$ cat src/hdl/ctrb_pkg.sv
// shared constants, types and address helper for the console text ring buffer
package ctrb_pkg;

    localparam int STORE_DEPTH = 4096;
    localparam int ADDR_W      = (STORE_DEPTH > 1) ? $clog2(STORE_DEPTH) : 1;
    localparam int CNT_W       = $clog2(STORE_DEPTH + 1);
    localparam int SUM_W       = CNT_W + 1;
    localparam int IDX_W       = 12;
    localparam int CMP_W       = (CNT_W > IDX_W) ? CNT_W : IDX_W;
    localparam int POS_W       = 13;

    localparam logic [CNT_W-1:0] DEPTH_CNT = CNT_W'(STORE_DEPTH);

    localparam logic [7:0] CH_CR = 8'd13;
    localparam logic [7:0] CH_BS = 8'd8;
    localparam logic [7:0] CH_LF = 8'd10;

    localparam logic CMD_PUT  = 1'b0;
    localparam logic CMD_READ = 1'b1;

    typedef enum logic [2:0] {
        ST_IDLE,
        ST_EXEC,
        ST_RD_WAIT,
        ST_CR_ISSUE,
        ST_CR_CHECK,
        ST_BS_READ,
        ST_BS_WRITE,
        ST_DONE
    } ctrl_state_t;

    typedef struct packed {
        logic              we;
        logic [ADDR_W-1:0] waddr;
        logic [7:0]        wdata;
        logic              re;
        logic [ADDR_W-1:0] raddr;
    } mem_req_t;

    typedef struct packed {
        logic [7:0]       read_char;
        logic [POS_W-1:0] cursor_pos;
        logic [POS_W-1:0] fill_count;
    } result_t;

    // physical cell of a logical position, base below depth, offset at most depth
    function automatic logic [ADDR_W-1:0] wrap_add(input logic [ADDR_W-1:0] base,
                                                   input logic [CNT_W-1:0] offs);
        logic [SUM_W-1:0] sum;
        sum = SUM_W'(base) + SUM_W'(offs);
        if (sum >= SUM_W'(STORE_DEPTH))
        begin
            sum = sum - SUM_W'(STORE_DEPTH);
        end
        return ADDR_W'(sum);
    endfunction

endpackage

$ cat src/hdl/ctrb_ctrl.sv
// command sequencer: pointers, fill and cursor, memory walks for cr and backspace
module ctrb_ctrl (
    input  logic                     clk,
    input  logic                     rst_n,
    input  logic                     in_valid,
    output logic                     in_ready,
    input  logic                     in_command,
    input  logic [7:0]               in_char,
    input  logic [ctrb_pkg::IDX_W-1:0] in_index,
    input  logic [7:0]               mem_rdata,
    output ctrb_pkg::mem_req_t       mem_req,
    output logic                     res_valid,
    output ctrb_pkg::result_t        res,
    input  logic                     out_free
);
    import ctrb_pkg::*;

    ctrl_state_t       state_reg, state_next;
    logic              cmd_reg, cmd_next;
    logic [7:0]        char_reg, char_next;
    logic [IDX_W-1:0]  idx_reg, idx_next;
    logic [ADDR_W-1:0] oldest_reg, oldest_next;
    logic [CNT_W-1:0]  fill_reg, fill_next;
    logic [CNT_W-1:0]  cursor_reg, cursor_next;
    logic [CNT_W-1:0]  j_reg, j_next;
    logic [7:0]        rchar_reg, rchar_next;

    logic [CNT_W-1:0]  logical;
    logic [ADDR_W-1:0] addr;
    logic              idx_in_fill;

    always_ff @(posedge clk or negedge rst_n)
    begin
        if (!rst_n)
        begin
            state_reg  <= ST_IDLE;
            oldest_reg <= '0;
            fill_reg   <= '0;
            cursor_reg <= '0;
        end
        else
        begin
            state_reg  <= state_next;
            oldest_reg <= oldest_next;
            fill_reg   <= fill_next;
            cursor_reg <= cursor_next;
        end
    end

    always_ff @(posedge clk)
    begin
        cmd_reg   <= cmd_next;
        char_reg  <= char_next;
        idx_reg   <= idx_next;
        j_reg     <= j_next;
        rchar_reg <= rchar_next;
    end

    assign idx_in_fill = CMP_W'(idx_reg) < CMP_W'(fill_reg);

    // logical position addressed in each state
    always_comb
    begin
        logical = cursor_reg;
        unique case (state_reg)
            ST_EXEC:
            begin
                if (cmd_reg == CMD_READ)
                begin
                    logical = CNT_W'(idx_reg);
                end
                else if (cursor_reg < fill_reg)
                begin
                    logical = cursor_reg;
                end
                else
                begin
                    logical = fill_reg;
                end
            end
            ST_CR_ISSUE: logical = cursor_reg - CNT_W'(1);
            ST_BS_READ:  logical = j_reg + CNT_W'(1);
            ST_BS_WRITE: logical = j_reg;
            default:     logical = cursor_reg;
        endcase
    end

    assign addr = wrap_add(oldest_reg, logical);

    always_comb
    begin
        state_next  = state_reg;
        cmd_next    = cmd_reg;
        char_next   = char_reg;
        idx_next    = idx_reg;
        oldest_next = oldest_reg;
        fill_next   = fill_reg;
        cursor_next = cursor_reg;
        j_next      = j_reg;
        rchar_next  = rchar_reg;
        in_ready    = 1'b0;
        res_valid   = 1'b0;
        mem_req     = '0;
        mem_req.waddr = addr;
        mem_req.raddr = addr;

        unique case (state_reg)
            ST_IDLE:
            begin
                in_ready = 1'b1;
                if (in_valid)
                begin
                    cmd_next   = in_command;
                    char_next  = in_char;
                    idx_next   = in_index;
                    state_next = ST_EXEC;
                end
            end
            ST_EXEC:
            begin
                rchar_next = 8'd0;
                if (cmd_reg == CMD_READ)
                begin
                    if (idx_in_fill)
                    begin
                        mem_req.re = 1'b1;
                        state_next = ST_RD_WAIT;
                    end
                    else
                    begin
                        state_next = ST_DONE;
                    end
                end
                else if (char_reg == CH_CR)
                begin
                    state_next = ST_CR_ISSUE;
                end
                else if (char_reg == CH_BS)
                begin
                    if (cursor_reg == '0)
                    begin
                        state_next = ST_DONE;
                    end
                    else
                    begin
                        j_next     = cursor_reg - CNT_W'(1);
                        state_next = ST_BS_READ;
                    end
                end
                else
                begin
                    mem_req.we    = 1'b1;
                    mem_req.wdata = char_reg;
                    if (cursor_reg < fill_reg)
                    begin
                        cursor_next = cursor_reg + CNT_W'(1);
                    end
                    else if (fill_reg < DEPTH_CNT)
                    begin
                        fill_next   = fill_reg + CNT_W'(1);
                        cursor_next = fill_reg + CNT_W'(1);
                    end
                    else
                    begin
                        oldest_next = wrap_add(oldest_reg, CNT_W'(1));
                        cursor_next = fill_reg;
                    end
                    state_next = ST_DONE;
                end
            end
            ST_RD_WAIT:
            begin
                rchar_next = mem_rdata;
                state_next = ST_DONE;
            end
            ST_CR_ISSUE:
            begin
                if (cursor_reg == '0)
                begin
                    state_next = ST_DONE;
                end
                else
                begin
                    mem_req.re = 1'b1;
                    state_next = ST_CR_CHECK;
                end
            end
            ST_CR_CHECK:
            begin
                if (mem_rdata == CH_LF)
                begin
                    state_next = ST_DONE;
                end
                else
                begin
                    cursor_next = cursor_reg - CNT_W'(1);
                    state_next  = ST_CR_ISSUE;
                end
            end
            ST_BS_READ:
            begin
                if ((j_reg + CNT_W'(1)) < fill_reg)
                begin
                    mem_req.re = 1'b1;
                    state_next = ST_BS_WRITE;
                end
                else
                begin
                    fill_next   = fill_reg - CNT_W'(1);
                    cursor_next = cursor_reg - CNT_W'(1);
                    state_next  = ST_DONE;
                end
            end
            ST_BS_WRITE:
            begin
                mem_req.we    = 1'b1;
                mem_req.wdata = mem_rdata;
                j_next        = j_reg + CNT_W'(1);
                state_next    = ST_BS_READ;
            end
            ST_DONE:
            begin
                res_valid = 1'b1;
                if (out_free)
                begin
                    state_next = ST_IDLE;
                end
            end
            default:
            begin
                state_next = ST_IDLE;
            end
        endcase
    end

    assign res.read_char  = rchar_reg;
    assign res.cursor_pos = POS_W'(cursor_reg);
    assign res.fill_count = POS_W'(fill_reg);

endmodule
$ cat config.mk
export PLATFORM = sky130hd
export DESIGN_NAME = ctrb_ctrl
export DESIGN_NICKNAME = d
export VERILOG_FILES = /design/src/hdl/ctrb_pkg.sv /design/src/hdl/ctrb_ctrl.sv
export SDC_FILE = /design/constraint.sdc
export NUM_CORES = 1
export LEC_CHECK = 0
export ABC_AREA = 1
export BUFFER_PORTS_ARGS = -buffer_cell sky130_fd_sc_hd__buf_2
export CAP_MARGIN = 30
export CORE_UTILIZATION = 40
export DETAILED_ROUTE_END_ITERATION = 16
export SYNTH_ARGS = -nofsm -noshare
export SYNTH_HDL_FRONTEND = slang
export SYNTH_SLANG_ARGS = --single-unit
export TNS_END_PERCENT = 10
$ cat constraint.sdc
create_clock -name clk -period 5.9 [get_ports clk]
set_input_delay 0.59 -clock clk [delete_from_list [all_inputs] [get_ports clk]]
set_output_delay 0.59 -clock clk [all_outputs]
set_load 0.02 [all_outputs]
After elaboration in Yosys (flattened, before gate mapping) --
Index checks and enable logic that the tools add are counted.
Word-level totals: flip-flop bits (word level) 83, output and inout bits 70
Operators by class: muxes and demuxes 51, $add $sub $neg 9, equal/unequal tests 20, magnitude comparators 6, reduce and logical (&&, ||, !) cells 12, bitwise gates (word level) 5
Operator list (count):
- 2-to-1 mux 13 bit | 18
- one-hot mux 13 bit (2 select lines) | 2
- one-hot mux 13 bit (4 select lines) | 1
- adder 13 x 1 -> 13 bit (second input constant) | 3
- one-hot mux 13 bit (3 select lines) | 1
- one-hot mux 8 bit (2 select lines) | 2
- less-than comparator 13 bit | 2
- subtractor 13 x 1 -> 13 bit (second input constant) | 2
- equality test 8 x 4 -> 1 bit (second input constant) | 3
- 2-to-1 mux 12 bit | 2
- 2-to-1 mux 8 bit | 3
- one-hot mux 3 bit (8 select lines) | 1
- subtractor 12 x 1 -> 12 bit (second input constant) | 2
- 2-to-1 mux 3 bit | 7
- != test 2 bit (second input constant) | 10
- AND reduction 6 bit | 3
- adder 12 x 13 -> 14 bit | 1
- >= comparator 14 x 13 -> 1 bit (second input constant) | 1
- adder 12 x 1 -> 13 bit (second input constant) | 1
- >= comparator 13 bit (second input constant) | 1
- logical NOT 13 bit | 1
- less-than comparator 12 x 13 -> 1 bit | 1
- less-than comparator 13 bit (second input constant) | 1
- equality test 3 bit (second input constant) | 4
- 12 further kinds | 30

Depth between registers and ports, before layout --
Gate-level depths: netlist of the first run.
word-level depth 7, gate-level depth with buffers 25

Worst setup path before layout of the first run --
Ideal clock, no wire load.
kind register -> output, start reg fill_reg[6], end out mem_req[30] (netlist bit), cell stages (with the launch flop) 25, path buffers 3, required time 5.310 ns, arrival time 3.946 ns, setup slack 1.364 ns, cells stage by stage dfrtp_1 -> clkinv_1 -> ha_1 -> nand2_1 -> nand2_1 -> nand2_1 -> nand2_1 -> a21oi_1 -> nand2_2 -> buf_4 -> buf_2 -> o21ai_0 -> nand3_1 -> o21ai_0 -> inv_1 -> ha_1 -> nand3_1 -> nand2_1 -> nand2_1 -> nand2_1 -> a21oi_1 -> o21ai_0 -> a21oi_1 -> xnor2_1 -> buf_4
RTL lines:
- start: declaration | RTL line ctrb_ctrl.sv:23 | logic [CNT_W-1:0] fill_reg, fill_next;
- start signal: assignment | RTL line ctrb_ctrl.sv:45 | fill_reg <= fill_next;
- end: declaration | RTL line ctrb_ctrl.sv:11 | output ctrb_pkg::mem_req_t mem_req,

==> reports/qor.yml, run 1 <==
nFillCells: 1746
synth.top_cell.area_share_pct: 17.8
synth-edff-count: 42
ctsHoldBuffers: 0
clkSinkCount: 83
syn_nets: 1055
min_period_ns: 5.16
drtAntennaViolNets: 0
finalSetupViolations: 0
skew_ns: 0.0133
die_height_um: 135
leakagePower_nw: 3.81
yosysTopAreaCell: "edfxtp_1"
synth_cell_types: 52
clk_latency_ns: 0.36
clockRootBuffer: "clkbuf_16"
cp_common_cell: "nand2_1"
drive_gt1_share_pct: 15.6
cp.required_ns: 5.31
fin_nets: 1131
grtUsageTotal_pct: 24.1
viasPerCell: 5.29
gp_congestion: 0.915
critPathBufInv: 4
synth-seq-area-share_pct: 32.3
first_pass_iters: 5
reg2regPathDepth: 16
fin_setup_tns_ns: 0
pin_count: 103
crit_fanout: 30
start_util_pct: 41.0
post-cts-setup-buffers: 0
io_buffers: 102
drv_cap: 0
synth_cells: 969
worst_slew_pin_slew_ns: 0.809
core_area_mm2: 0.0173
drc_errors: 0
fin_util_pct: 46.2
dp_hpwl_um: 16600
grt_pass1_wl_um: 33200
fin_cells: 1275
ys.flop_type: "edfxtp_1"
synth.most_common_cell: "nand2_1"
cp-startpoint: "fill_reg[6]"
place_ws_ns: 1.15
path_class: "flop to primary output"
clockBufferDepth: 2
diodes: 0
synth_seq_cells: 83
rsz0062_at_grt: "no"
ys_warn_count: 0
worstPathCellList: "clkinv_1, ha_1, nand2_1, nand2_1, nand2_1, nand2_1, a21oi_1, nand2_2, inv_2, nand2_1, o221ai_1, o21ai_2, inv_2, ha_1, nand3_1, nand2_1, nand2_1, nand2_1, a21oi_1, o21ai_0, a21oi_1, xnor2_1, buf_2"
cts_made_buffers: 9
final-hold-violation-count: 0
critPathMaxStageDelay_ns: 0.47
clkTransAtPathRegs_ns: 0.08
cts_resized: 0
overflow: 0
die_w_um: 135
syn_area_mm2: 0.00709
grt_pass1_vias: 6242
cp-start-kind: "flop"
std_cell_rows: 48
slowest_stage: "dfrtp_1"
worst_setup_path_end_kind: "primary output"
vdd_ir_drop_max_mv: 0.394
status: "completed"
cts_tree: "done"
p_total_w: 0.00513
h-tree-depth: 3
slew_violations: 0
wl_um: 21200
syn_avg_cell_area_um2: 7.32
drt_iter0_markers: 586
wl_per_cell_um: 16.6
area_growth_pct: 12.7
synth_commonest_cells: "nand2_1, inv_1, nor2_1, o21ai_0, nand3_1"
fmax_ghz: 0.194
max_slew_margin_pct: 45.9
ys_async_sr_fraction_pct: 49.4
dp.cells: 1259
r2r_setup_slack_ns: 1.69
worstReg2RegStart: "j_reg[0]"
setup_slack_ns: 0.740
die_area_mm2: 0.0183
vias: 6742
period_share_pct: 87.5
power.density_mw_per_mm2: 641
cp_data_arrival_time_ns: 4.57
r2r_end: "fill_reg[9]"
antenna_found_initial: 0
timing.critical_path.max_delay_family: "compound AO/OA/AOI/OAI gates"
synthTopCellsByArea: "edfxtp_1, dfrtp_1, nand2_1, ha_1, inv_1"
grt_max_degree: 31
min_path_type: "input pin to asynchronous set/reset pin"
final cells by class:
type / instances / area [um^2] / share of cell area, %
Multi-Input combinational cell: 719 / 4080 / 51.0
Clock buffer: 9 / 225 / 2.82
Timing Repair Buffer: 107 / 568 / 7.11
Sequential cell: 83 / 2290 / 28.6
Clock inverter: 7 / 78.8 / 0.986
Tap cell: 225 / 282 / 3.52
Inverter: 125 / 472 / 5.90
worst register-to-register path: cells and delay by family, from the launching register on:
kind / cells / cell delay, ns
AO/OA/AOI/OAI: 3 / 0.76
flip-flops: 1 / 0.44
AND/OR/NAND/NOR: 11 / 2.30
adder cells (fa/ha/maj): 2 / 0.56
power breakdown:
group,leakage (nW),internal (W),switching [W]
Sequential,0.904,0.000841,0.000282
Clock,0.149,0.000302,0.000282
Combinational,2.76,0.00108,0.00234
worst max path at each step:
stage               cells after the start     endpoint  slack, ns
floorplan                              24  mem_req[30]       1.36
global placement                       20  mem_req[30]       1.20
detailed placement                     23   mem_req[9]       1.15
CTS                                    23   mem_req[9]       0.79
global route                           23   mem_req[9]       0.26
finish                                 23   mem_req[9]       0.74
kinds of logic (layout without fill, tap and decap cells):
kind of cell    Yosys count  in the layout  synth area share [%]
compound gates          182            182                  14.7
buf+inv                 167            248                  10.4
fa+ha+maj                53             53                  9.46
simple gates            428            428                  26.3
xor+xnor                 55             55                  6.79
mux                       1              1                 0.141
flops                    83             83                  32.3
metal layers:
layer | track usage (%) | wire length (um) | vias up
li1 | - | - | 3393
met1 | 33.4 | 10100 | 3065
met2 | 36.4 | 9200 | 248
met3 | 4.94 | 1270 | 36
met4 | 9.61 | 672 | 0
met5 | 0 | 0 | -
per-stage QoR:
| step | cell area [um^2] | hold slack (ns) |
|---|---|---|
| 6_report | 7990 | 0.173 |
| 5_1_grt | 7990 | 0.206 |
| 4_1_cts | 7990 | 0.189 |
| 3_5_place_dp | 7690 | 0.522 |
| 3_3_place_gp | 7650 | 0.516 |
| 2_1_floorplan | 7090 | 0.294 |
cell usage in the layout, fill, tap and decap left out, types with 3 or more instances in the layout:
cell	count
nand2_1	235
inv_1	113
buf_2	102
nor2_1	73
o21ai_0	71
nand3_1	55
a21oi_1	52
ha_1	52
xor2_1	45
edfxtp_1	42
dfrtp_1	41
nand4_1	17
nor3_1	15
o22ai_1	11
o21ai_1	11
xnor2_1	10
nor2_2	9
inv_2	9
clkbuf_16	9
nand2_2	7
o211ai_1	7
o2111ai_1	5
nor3_2	5
o221ai_1	4
inv_6	4
and2_1	3
a221oi_1	3
a211oi_1	3
a31oi_1	3
buf_4	3
(Power assumes the default switching activity.)
==> inputs of run 2 (changes only) <==
- ABC_AREA: 1 -> not set
==> reports/qor.yml, run 2 <==
status: "completed"
wl_per_cell_um: 20.1
io_buffers: 102
min_period_ns: 5.47
synth_cells: 796
synth_seq_cells: 83
skew_ns: 0.0123
syn_area_mm2: 0.00713
cp_data_arrival_time_ns: 4.88
ys_async_sr_fraction_pct: 49.4
leakagePower_nw: 3.43
synth_commonest_cells: "nor2_1, a21oi_1, ha_1, nand2_1, xnor2_1"
syn_nets: 882
grtUsageTotal_pct: 25.2
worst_setup_path_end_kind: "primary output"
slew_violations: 0
dp_hpwl_um: 17300
fin_cells: 1112
power.density_mw_per_mm2: 666
timing.critical_path.max_delay_family: "compound AO/OA/AOI/OAI gates"
diodes: 0
viasPerCell: 5.89
worstPathCellList: "inv_1, ha_1, and4_1, a221o_1, a311oi_2, a21o_2, buf_12, o21ai_0, a21oi_1, ha_1, inv_1, fa_1, nor2b_1, o21ai_0, a21boi_0, o21ai_0, a21oi_1, o21a_1, o311ai_1, buf_2"
max_slew_margin_pct: 28.7
clockRootBuffer: "clkbuf_16"
slowest_stage: "dfrtp_1"
vias: 6553
grt_pass1_wl_um: 34600
clk_latency_ns: 0.36
synth-seq-area-share_pct: 32.1
drv_cap: 0
drt_iter0_markers: 623
path_class: "flop to primary output"
fin_setup_tns_ns: 0
die_area_mm2: 0.0184
start_util_pct: 41.1
crit_fanout: 10
fin_util_pct: 46.9
wl_um: 22400
synthTopCellsByArea: "edfxtp_1, dfrtp_1, ha_1, xnor2_1, a21oi_1"
cp-start-kind: "flop"
finalSetupViolations: 0
die_height_um: 136
cts_tree: "done"
pin_count: 103
rsz0062_at_grt: "no"
nFillCells: 1659
final_common_cell: "buf_2"
worst_slew_pin_slew_ns: 1.07
p_total_w: 0.00542
period_share_pct: 92.6
clkTransAtPathRegs_ns: 0.07
critPathBufInv: 4
min_path_type: "input pin to asynchronous set/reset pin"
synth_cell_types: 78
fmax_ghz: 0.183
synth.most_common_cell: "nor2_1"
drc_errors: 0
final-hold-violation-count: 0
die_w_um: 136
std_cell_rows: 48
yosysTopAreaCell: "edfxtp_1"
vdd_ir_drop_max_mv: 0.365
post_dp_cell_area_mm2: 0.00777
stdcell_area_mm2: 0.00814
h-tree-depth: 3
grt_pass1_vias: 6100
clkSinkCount: 83
gp_congestion: 0.942
clockBufferDepth: 2
synth.top_cell.area_share_pct: 17.7
ys.flop_type: "edfxtp_1"
synth-edff-count: 42
drtAntennaViolNets: 0
critPathMaxStageDelay_ns: 0.49
core_area_mm2: 0.0174
final_cell_mix: "buf_2, nor2_1, a21oi_1, ha_1, nand2_1"
fin_nets: 968
ctsHoldBuffers: 0
first_pass_iters: 6
antenna_found_initial: 0
dp.cells: 1093
grt_max_degree: 26
cp.required_ns: 5.31
ys_warn_count: 0
drive_gt1_share_pct: 19.7
syn_avg_cell_area_um2: 8.96
area_growth_pct: 14.1
overflow: 0
cts_made_buffers: 9
cp_common_cell: "o21ai_0"
==> run 2: cell count changes after synthesis, moves of 11 or more <==
cell      change
xor2_1       -23
o21ai_0      -29
xnor2_1      +35
o21ai_1      -11
buf_2        -11
clkbuf_1     +20
and3_1       +13
inv_1        -78
mux2i_1      +16
nand3_1      -36
nand2_1     -188
a21o_1       +11
==> run 2: area by class of cell <==
type / instances / area, um^2 / share of cell area [%]
multi-input cells: 617 / 4320 / 53.1
flip-flops and latches: 83 / 2290 / 28.1
repair buffers: 135 / 791 / 9.72
well taps: 225 / 282 / 3.46
clock buffers: 10 / 229 / 2.81
inverters: 36 / 135 / 1.66
clock inverters: 6 / 88.8 / 1.09
==> run 2: logic make-up (layout without fill, tap and decap cells) <==
group,Yosys count,count (layout),synth area share (%)
buf+inv,96,187,7.58
fa+ha+maj,53,53,9.41
simple gates,263,263,19.5
xor+xnor,67,67,8.23
compound gates,216,216,20.6
mux,18,18,2.54
flops,83,83,32.1
==> run 2: worst paths after layout <==
kind / from / endpoint / slack [ns] / cells after the start
max: fill_reg[6] / mem_req[31] / 0.43 / 20
min in group clk: in_index[1] / idx_reg[1] / 0.40 / 1
min reg2reg: oldest_reg[10] / oldest_reg[10] / 0.51 / 1
max in group asynchronous: rst_n / cursor_reg[12] / 5.22 / 2
min: rst_n / fill_reg[1] / 0.17 / 1
max reg2reg: j_reg[0] / fill_reg[12] / 2.16 / 12
==> run 2: where the power goes <==
group / leakage, nW / internal (W) / switching, W / total, W
sequential: 0.896 / 0.000824 / 0.000226 / 0.00105
clock: 0.151 / 0.000372 / 0.000263 / 0.000635
combinational: 2.39 / 0.00140 / 0.00233 / 0.00373
==> run 2: routing by layer <==
layer  vias to the layer above  routed length (um)  part of all wire, %  global-route usage, %
met1                      3129                9930                   44                   33.9
met3                        44                1780                  8.0                   5.24
met2                       272               10000                   45                   39.3
li1                       3108                   -                    -                      -
met5                         -                   0                    0                      0
met4                         0                 619                  2.8                   9.86
==> run 2: through the flow <==
step	hold slack, ns	setup WS [ns]
6_report	0.170	0.435
5_1_grt	0.193	0.0168
4_1_cts	0.187	0.0791
3_5_place_dp	0.502	0.386
3_3_place_gp	0.506	0.449
2_1_floorplan	0.294	0.263
==> run 2: repair_timing <==
action,4_1_cts,5_1_grt
setup buffers,0,2
pin swaps,0,2
gates resized for setup,1,4
hold endpoints to repair,0,0
endpoints found under the setup margin,2,6
